[src/sli_pkg.sv]
// ----------------------------------------------------------------------------
// sli_pkg
// Shared constants and types of the sorted list insertion block.
// ----------------------------------------------------------------------------
package sli_pkg;

	localparam int SLI_CAPACITY = 16;
	localparam int SLI_KEY_W    = 32;
	localparam int SLI_CNT_W    = $clog2(SLI_CAPACITY + 1);

	typedef logic signed [SLI_KEY_W-1:0] sli_key_t;
	typedef logic [SLI_CNT_W-1:0]        sli_cnt_t;

	typedef enum logic {
		OP_INSERT = 1'b0,
		OP_DUMP   = 1'b1
	} sli_op_t;

	typedef enum logic {
		STATUS_OK   = 1'b0,
		STATUS_FULL = 1'b1
	} sli_status_t;

	typedef enum logic [1:0] {
		CELL_HOLD,
		CELL_INSERT,
		CELL_ROTATE
	} sli_cell_op_t;

	typedef struct packed {
		sli_cell_op_t op;
		sli_key_t     key;
	} sli_cell_cmd_t;

	typedef enum logic {
		ST_IDLE,
		ST_DUMP
	} sli_state_t;

endpackage

[src/sli_if.sv]
// ----------------------------------------------------------------------------
// sli_if
// Valid/ready channels for the item input and the result output.
// ----------------------------------------------------------------------------
interface sli_item_if;
	logic              valid;
	logic              ready;
	logic              operation;
	sli_pkg::sli_key_t key;

	modport source (output valid, output operation, output key, input ready);
	modport sink   (input valid, input operation, input key, output ready);
endinterface

interface sli_result_if;
	logic              valid;
	logic              ready;
	sli_pkg::sli_key_t value;
	logic              value_present;
	logic              last;
	logic              status;

	modport source (output valid, output value, output value_present, output last,
		output status, input ready);
	modport sink   (input valid, input value, input value_present, input last,
		input status, output ready);
endinterface

[src/sli_cell.sv]
// ----------------------------------------------------------------------------
// sli_cell
// One place of the sorted row: compares the broadcast key, shifts up on an
// insert and takes its upper neighbour's key on a rotate.
// ----------------------------------------------------------------------------
module sli_cell (
	input  logic                  clk,
	input  sli_pkg::sli_cell_cmd_t cmd,
	input  logic                  occ,
	input  logic                  prev_occ,
	input  logic                  prev_ge,
	input  sli_pkg::sli_key_t     prev_val,
	input  logic                  next_occ,
	input  sli_pkg::sli_key_t     next_val,
	input  sli_pkg::sli_key_t     head_val,
	output logic                  ge,
	output sli_pkg::sli_key_t     val
);
	import sli_pkg::*;

	sli_key_t val_q;
	sli_key_t val_d;
	logic     load;

	assign ge  = occ && !(val_q < cmd.key);
	assign val = val_q;

	always_comb begin
		load  = 1'b0;
		val_d = val_q;
		case (cmd.op)
			CELL_INSERT: begin
				load  = ge || (!occ && prev_occ);
				val_d = prev_ge ? prev_val : cmd.key;
			end
			CELL_ROTATE: begin
				load  = occ;
				val_d = next_occ ? next_val : head_val;
			end
			default: begin
				load  = 1'b0;
			end
		endcase
	end

	always_ff @(posedge clk) begin
		if (load) begin
			val_q <= val_d;
		end
	end

endmodule

[src/sli_chain.sv]
// ----------------------------------------------------------------------------
// sli_chain
// Row of cells holding the keys in ascending order, lowest at the head.
// ----------------------------------------------------------------------------
module sli_chain (
	input  logic                   clk,
	input  sli_pkg::sli_cell_cmd_t cmd,
	input  sli_pkg::sli_cnt_t      cnt,
	output sli_pkg::sli_key_t      head
);
	import sli_pkg::*;

	logic     occ [SLI_CAPACITY];
	logic     ge  [SLI_CAPACITY];
	sli_key_t val [SLI_CAPACITY];

	assign head = val[0];

	for (genvar i = 0; i < SLI_CAPACITY; i++) begin : g_cell
		logic     p_occ;
		logic     p_ge;
		sli_key_t p_val;
		logic     n_occ;
		sli_key_t n_val;

		assign occ[i] = cnt > SLI_CNT_W'(i);

		if (i == 0) begin : g_head
			assign p_occ = 1'b1;
			assign p_ge  = 1'b0;
			assign p_val = val[0];
		end else begin : g_mid
			assign p_occ = occ[i-1];
			assign p_ge  = ge[i-1];
			assign p_val = val[i-1];
		end

		if (i == SLI_CAPACITY - 1) begin : g_tail
			assign n_occ = 1'b0;
			assign n_val = val[i];
		end else begin : g_body
			assign n_occ = occ[i+1];
			assign n_val = val[i+1];
		end

		sli_cell u_cell (
			.clk      (clk),
			.cmd      (cmd),
			.occ      (occ[i]),
			.prev_occ (p_occ),
			.prev_ge  (p_ge),
			.prev_val (p_val),
			.next_occ (n_occ),
			.next_val (n_val),
			.head_val (val[0]),
			.ge       (ge[i]),
			.val      (val[i])
		);
	end

endmodule

[src/sorted_list_insert_top.sv]
// ----------------------------------------------------------------------------
// sorted_list_insert_top
// Bounded ascending store of signed keys with insert and in-order dump.
// ----------------------------------------------------------------------------
// An insert broadcasts the key along a row of compare-and-shift cells: every
// key not below it moves up one place in the same edge and one status beat
// follows; a full store drops the key and reports full. A dump of n keys
// occupies the block from the accepting cycle through its last beat, one beat
// per cycle while the sink keeps up, as the row rotates its occupied cells
// past the head and comes back to its original order; no item is accepted
// meanwhile. An empty dump gives a single beat without a value. A new item is
// accepted in the same edge at which the sink takes the waiting beat; while a
// beat waits unread, the input is held off.
module sorted_list_insert_top (
	input  logic         clk,
	input  logic         arst_n,
	sli_item_if.sink     items,
	sli_result_if.source results
);
	import sli_pkg::*;

	sli_state_t    state_q, state_d;
	sli_cnt_t      cnt_q, cnt_d;
	sli_cnt_t      rem_q, rem_d;
	sli_cell_cmd_t cmd;
	sli_key_t      head;

	logic     ov_q, ov_d;
	sli_key_t oval_q, oval_d;
	logic     opres_q, opres_d;
	logic     olast_q, olast_d;
	logic     ostat_q, ostat_d;

	logic out_free;
	logic acc;
	logic full;

	assign out_free     = !ov_q || results.ready;
	assign items.ready  = (state_q == ST_IDLE) && out_free;
	assign acc          = items.valid && items.ready;
	assign full         = cnt_q == SLI_CNT_W'(SLI_CAPACITY);

	assign results.valid         = ov_q;
	assign results.value         = oval_q;
	assign results.value_present = opres_q;
	assign results.last          = olast_q;
	assign results.status        = ostat_q;

	sli_chain u_chain (
		.clk  (clk),
		.cmd  (cmd),
		.cnt  (cnt_q),
		.head (head)
	);

	always_comb begin
		state_d  = state_q;
		cnt_d    = cnt_q;
		rem_d    = rem_q;
		cmd.op   = CELL_HOLD;
		cmd.key  = items.key;
		ov_d     = ov_q && !results.ready;
		oval_d   = oval_q;
		opres_d  = opres_q;
		olast_d  = olast_q;
		ostat_d  = ostat_q;
		case (state_q)
			ST_IDLE: begin
				if (acc) begin
					ov_d    = 1'b1;
					oval_d  = '0;
					opres_d = 1'b0;
					olast_d = 1'b1;
					ostat_d = STATUS_OK;
					if (items.operation == OP_INSERT) begin
						if (full) begin
							ostat_d = STATUS_FULL;
						end else begin
							cmd.op = CELL_INSERT;
							cnt_d  = cnt_q + 1'b1;
						end
					end else if (cnt_q != '0) begin
						ov_d    = ov_q && !results.ready;
						rem_d   = cnt_q;
						state_d = ST_DUMP;
					end
				end
			end
			ST_DUMP: begin
				if (out_free) begin
					cmd.op  = CELL_ROTATE;
					ov_d    = 1'b1;
					oval_d  = head;
					opres_d = 1'b1;
					olast_d = rem_q == SLI_CNT_W'(1);
					ostat_d = STATUS_OK;
					rem_d   = rem_q - 1'b1;
					if (rem_q == SLI_CNT_W'(1)) begin
						state_d = ST_IDLE;
					end
				end
			end
			default: begin
				state_d = ST_IDLE;
			end
		endcase
	end

	always_ff @(posedge clk or negedge arst_n) begin
		if (!arst_n) begin
			state_q <= ST_IDLE;
			cnt_q   <= '0;
			rem_q   <= '0;
			ov_q    <= 1'b0;
		end else begin
			state_q <= state_d;
			cnt_q   <= cnt_d;
			rem_q   <= rem_d;
			ov_q    <= ov_d;
		end
	end

	always_ff @(posedge clk) begin
		oval_q  <= oval_d;
		opres_q <= opres_d;
		olast_q <= olast_d;
		ostat_q <= ostat_d;
	end

	a_cnt_bound: assert property (@(posedge clk) disable iff (!arst_n)
		cnt_q <= SLI_CNT_W'(SLI_CAPACITY))
		else $error("entry count above capacity");

	a_insert_count: assert property (@(posedge clk) disable iff (!arst_n)
		acc && items.operation == OP_INSERT && !full |=> cnt_q == $past(cnt_q) + 1'b1)
		else $error("insert did not grow the store");

	a_dump_rem: assert property (@(posedge clk) disable iff (!arst_n)
		state_q == ST_DUMP |-> rem_q != '0 && rem_q <= cnt_q)
		else $error("dump counter out of range");

	a_full_beat: assert property (@(posedge clk) disable iff (!arst_n)
		results.valid && results.status == STATUS_FULL |-> !results.value_present
		&& results.last)
		else $error("full status on a value beat");

endmodule

[src/flat_wrapper.sv]
// flat-port wrapper written by rule: the top's interface ports become plain ports
module sorted_list_insert_top_flat import sli_pkg::*;
  (clk, arst_n, items_valid, items_operation, items_key, items_ready, results_valid, results_value, results_value_present, results_last, results_status, results_ready);
  sli_item_if items_i ();
  sli_result_if results_i ();
  input  logic clk;
  input  logic arst_n;
  input wire logic [$bits(items_i.valid)-1:0] items_valid;
  input wire logic [$bits(items_i.operation)-1:0] items_operation;
  input wire logic [$bits(items_i.key)-1:0] items_key;
  output wire logic [$bits(items_i.ready)-1:0] items_ready;
  output wire logic [$bits(results_i.valid)-1:0] results_valid;
  output wire logic [$bits(results_i.value)-1:0] results_value;
  output wire logic [$bits(results_i.value_present)-1:0] results_value_present;
  output wire logic [$bits(results_i.last)-1:0] results_last;
  output wire logic [$bits(results_i.status)-1:0] results_status;
  input wire logic [$bits(results_i.ready)-1:0] results_ready;
  assign items_i.valid = items_valid;
  assign items_i.operation = items_operation;
  assign items_i.key = items_key;
  assign items_ready = items_i.ready;
  assign results_valid = results_i.valid;
  assign results_value = results_i.value;
  assign results_value_present = results_i.value_present;
  assign results_last = results_i.last;
  assign results_status = results_i.status;
  assign results_i.ready = results_ready;
  sorted_list_insert_top u_core (.clk(clk), .arst_n(arst_n), .items(items_i), .results(results_i));
endmodule
[config.mk]
export PLATFORM = sky130hd
export DESIGN_NAME = sorted_list_insert_top_flat
export DESIGN_NICKNAME = d
export VERILOG_FILES = /design/src/sli_pkg.sv /design/src/sli_if.sv /design/src/sli_cell.sv /design/src/sli_chain.sv /design/src/sorted_list_insert_top.sv /design/src/flat_wrapper.sv
export SDC_FILE = /design/constraint.sdc
export NUM_CORES = 2
export LEC_CHECK = 0
export ABC_AREA = 1
export BUFFER_PORTS_ARGS = -buffer_cell sky130_fd_sc_hd__buf_2
export CORE_AREA = 4 4 339 341
export CTS_BUF_LIST = sky130_fd_sc_hd__clkbuf_2 sky130_fd_sc_hd__clkbuf_4 sky130_fd_sc_hd__clkbuf_8
export DETAILED_ROUTE_END_ITERATION = 12
export DIE_AREA = 0 0 343 345
export GPL_ROUTABILITY_DRIVEN = 1
export PLACE_DENSITY = 0.65
export SYNTH_ARGS = -nofsm -noshare
export SYNTH_HDL_FRONTEND = slang
export SYNTH_SLANG_ARGS = --single-unit
[constraint.sdc]
create_clock -name clk -period 5 [get_ports clk]
set_clock_uncertainty 0.1 [all_clocks]
set_input_delay 1 -clock clk [delete_from_list [all_inputs] [get_ports clk]]
set_output_delay 1 -clock clk [all_outputs]
set_load 0.01 [all_outputs]
==> results.md <==
- Status: finished clean
- Final nets: 6,143
- Critical path type: flop to flop
- Post-synthesis sequential area ratio: 0.376
- Reg2Reg Depth: 10
- Final period utilization: 0.791
- FF-to-FF Start: u_core.cnt_q[0]
- Maximum VDD drop: 522 uV
- Remaining DRCs: 0
- Netlist cell types: 44
- Die H: 345 microns
- DRT iter0 DRCs: 6,332
- RD Place Congestion: 0.954
- R2R setup slack: 1.04 ns
- Dpl cells: 6,996
- Hold_ws: 0.358 ns
- LEAKAGE: 22.4 nW
- Total grt overflow: 0
- Yosys Warn Count: 0
- Avg Cell Area, Syn: 7.89 sq um
- Clock Path Buffers: 3
- Core area: 112,000 sq um
- Sinks on Clock Net: 559
- Final WL: 176 mm
- Crit path time final: 3.96 ns
- Max Cap Viol: 0
- Postcts setup bufs: 0
- # IOs: 74
- Pin count of the biggest net entering global routing: 131
- Worst Path Arrival: 4.30 ns
- Layout filler cell count: 11,200
- H-tree levels: 3
- Synth Instances: 5,628
- Vias in the first global route: 43,500
- Ys flop type: edfxtp_1
- Share of cells above drive strength 1: 0.0849
- Cell Area, Synth: 44,400 sq um
- Post-route ant nets: 0
- Buffers added on ports: 73
- Worst setup path endpoint: u_core.u_chain.g_cell[3].u_cell.val[9]
- Clock Tree Root: clkbuf_8
- RSZ-0062 raised after global routing: false
- CTS tree: built
- Global router's overall resource usage: 0.284
- Max-slew violations: 0
- Row cnt: 123
- Reg2Reg Capture Point: u_core.u_chain.g_cell[3].u_cell.val[9]
- Maximum fanout along the worst path: 35
- Clock-pin slew on the worst setup and hold paths: 0.06 ns
- Synth Net Count: 6,168
- DR pass1 iterations: 6
- Total CTS buffers: 104
- Total chip power: 0.0369 W
- Dpl cell area: 46,700 sq um
- Slew HR: 0.0463
- Power Density: 756 nW/um^2
- Starting Density: 0.397
- First-pass GRT wire length: 263 mm
- Synth Register Bits: 559
- Clock Latency Late Sink: 0.77 ns
- Die width: 343 microns
- Non-filler instance count after layout: 7,192
- DR WL/cell: 24.4 microns
- Area grow syn2layout: 9.90%
- Vias per inst: 6.23
- Post-DP HPWL: 125 mm
- Setup crit start: u_core.cnt_q[0]
- CTS Hold Buffers Added: 1
- Worst-margin pin slew: 1.43 ns
- CP Launch Type: flop
- DR vias: 44,800
- Fin. Hold Viols: 0
- TNS Setup: 0 ns
- Post-route cell area: 48,800 sq um
- Crit end category: flop
- Initial antenna violation count: 0
- Number of synthesized flops with an enable pin: 547
- Ys async rst share: 0.0215
- Hold Path Class: primary input to flop
- Worst EP required: 5.34 ns
- Number of gates resized after cts: 0
- Max Freq: 253 MHz
- Final setup viols: 0
- Total die area: 118,000 sq um
-- synth_stat cells (all sizes together) (8+ instances only) --
cell | instances | share of area
nand2 | 1340 | 0.11
inv | 561 | 0.047
edfxtp | 547 | 0.37
ha | 503 | 0.14
a21oi | 463 | 0.052
nand4 | 438 | 0.062
nand3 | 437 | 0.050
o22ai | 323 | 0.045
nor2 | 272 | 0.024
clkbuf | 256 | 0.022
buf | 137 | 0.016
o21ai | 119 | 0.013
o21a | 42 | 0.0071
a21boi | 34 | 0.0057
o21bai | 33 | 0.0056
a2bb2oi | 30 | 0.0059
nor3 | 28 | 0.0033
dfrtp | 12 | 0.0068
nand3b | 11 | 0.0019
o211ai | 9 | 0.0015
a31oi | 8 | 0.0015
-- layout by cell type (no fill, tap or decap), types with 5 or more instances in the layout --
cell       synthesis  layout
nand2_1         1337    1336
edfxtp_1         547     547
inv_1            547     546
ha_1             503     503
a21oi_1          461     458
nand4_1          438     438
nand3_1          432     432
o22ai_1          323     323
nor2_1           255     251
buf_4             10     171
clkbuf_8           0     111
o21ai_0           86      84
buf_2            110      73
o21a_1            42      42
clkinv_1           3      36
o21bai_1          33      32
o21ai_1           32      31
a2bb2oi_1         30      30
nor3_1            27      27
clkbuf_4           0      27
a21boi_0          22      22
buf_12             0      17
clkinv_2           0      16
nor2_2            14      15
inv_2             14      14
a21boi_1          12      12
nand3b_1          11      11
dfrtp_1           12      11
o211ai_1           9       9
nor4_1             7       7
nor2_4             3       6
a31oi_1            7       6
nand3_2            5       5
xor2_1             5       5
-- cell families (layout without fill, tap and decap cells) --
family                     after synthesis  after routing  share of synthesized area
AOI/OAI and AO/OA                     1064           1064                      0.139
xor gates and xnor gates                 5              5                   0.000986
adders and majority gates              503            503                      0.142
buffers and inverters                  957           1020                     0.0853
DFF                                    559            559                      0.376
other                                    0              1                          0
and+or+nand+nor                       2540           2540                      0.256
-- report_power, final --
part | leakage, nW | switching [W] | internal, W
combinational | 16.1 | 0.0154 | 0.00632
sequential | 5.22 | 0.00170 | 0.00878
clock | 1.10 | 0.00223 | 0.00245
total | 22.4 | 0.0194 | 0.0175
-- worst min-delay path by stage --
stage	from	to	depth (start not counted)
detailed placement	u_core.rem_q[3]	u_core.rem_q[3]	2
finish	items_valid	u_core.results.valid	3
floorplan	u_core.state_q	u_core.results.value_present	0
CTS	items_valid	u_core.results.valid	3
global placement	u_core.rem_q[3]	u_core.rem_q[3]	2
global route	items_valid	u_core.results.valid	3
-- metal layers --
metal | vias up | share of wire | wire length [microns] | global-route usage
met5 | - | 0 | 0 | 0
met4 | 0 | 0.069 | 12200 | 0.168
met3 | 616 | 0.10 | 18000 | 0.0555
met2 | 2931 | 0.44 | 77600 | 0.440
met1 | 21300 | 0.39 | 68100 | 0.369
li1 | 20000 | - | - | -
-- critical path, stage by stage (launching register included) --
cell and delay [ns]:
dfrtp_1 0.47, ha_1 0.29, inv_1 0.16, nand3_1 0.11, nand2_2 0.11, clkinv_1 0.06, buf_4 0.32, nor2_2 1.15
inv_1 0.10, nand2_1 0.43, buf_12 0.28
-- area by class of cell --
type / instances / area, sq um / area share
tap: 1500 / 1880 / 0.0384
inverter: 564 / 2120 / 0.0435
clock buffer: 138 / 1730 / 0.0354
timing repair buffer: 262 / 2000 / 0.0410
multi-input combinational: 4112 / 24000 / 0.492
sequential: 559 / 16700 / 0.343
clock inverter: 56 / 348 / 0.00712
antenna: 1 / 2.50 / 0.0000513
-- stage by stage --
step | util | setup WS [ns]
2_1_floorplan | - | 0.249
3_3_place_gp | 0.418 | 0.656
3_5_place_dp | 0.418 | 0.611
4_1_cts | 0.436 | 1.26
5_1_grt | 0.436 | 0.963
6_report | 0.436 | 1.04
-- registers in the layout (all words and copies together) (netlist names) --
name,flops
u_core.cnt_q,5
u_core.rem_q,5
u_core.results.last,1
u_core.results.status,1
u_core.results.valid,1
u_core.results.value,32
u_core.results.value_present,1
u_core.state_q,1
u_core.u_chain.g_cell.u_cell.val,512
Note: power is estimated with default switching activity, not from simulation.
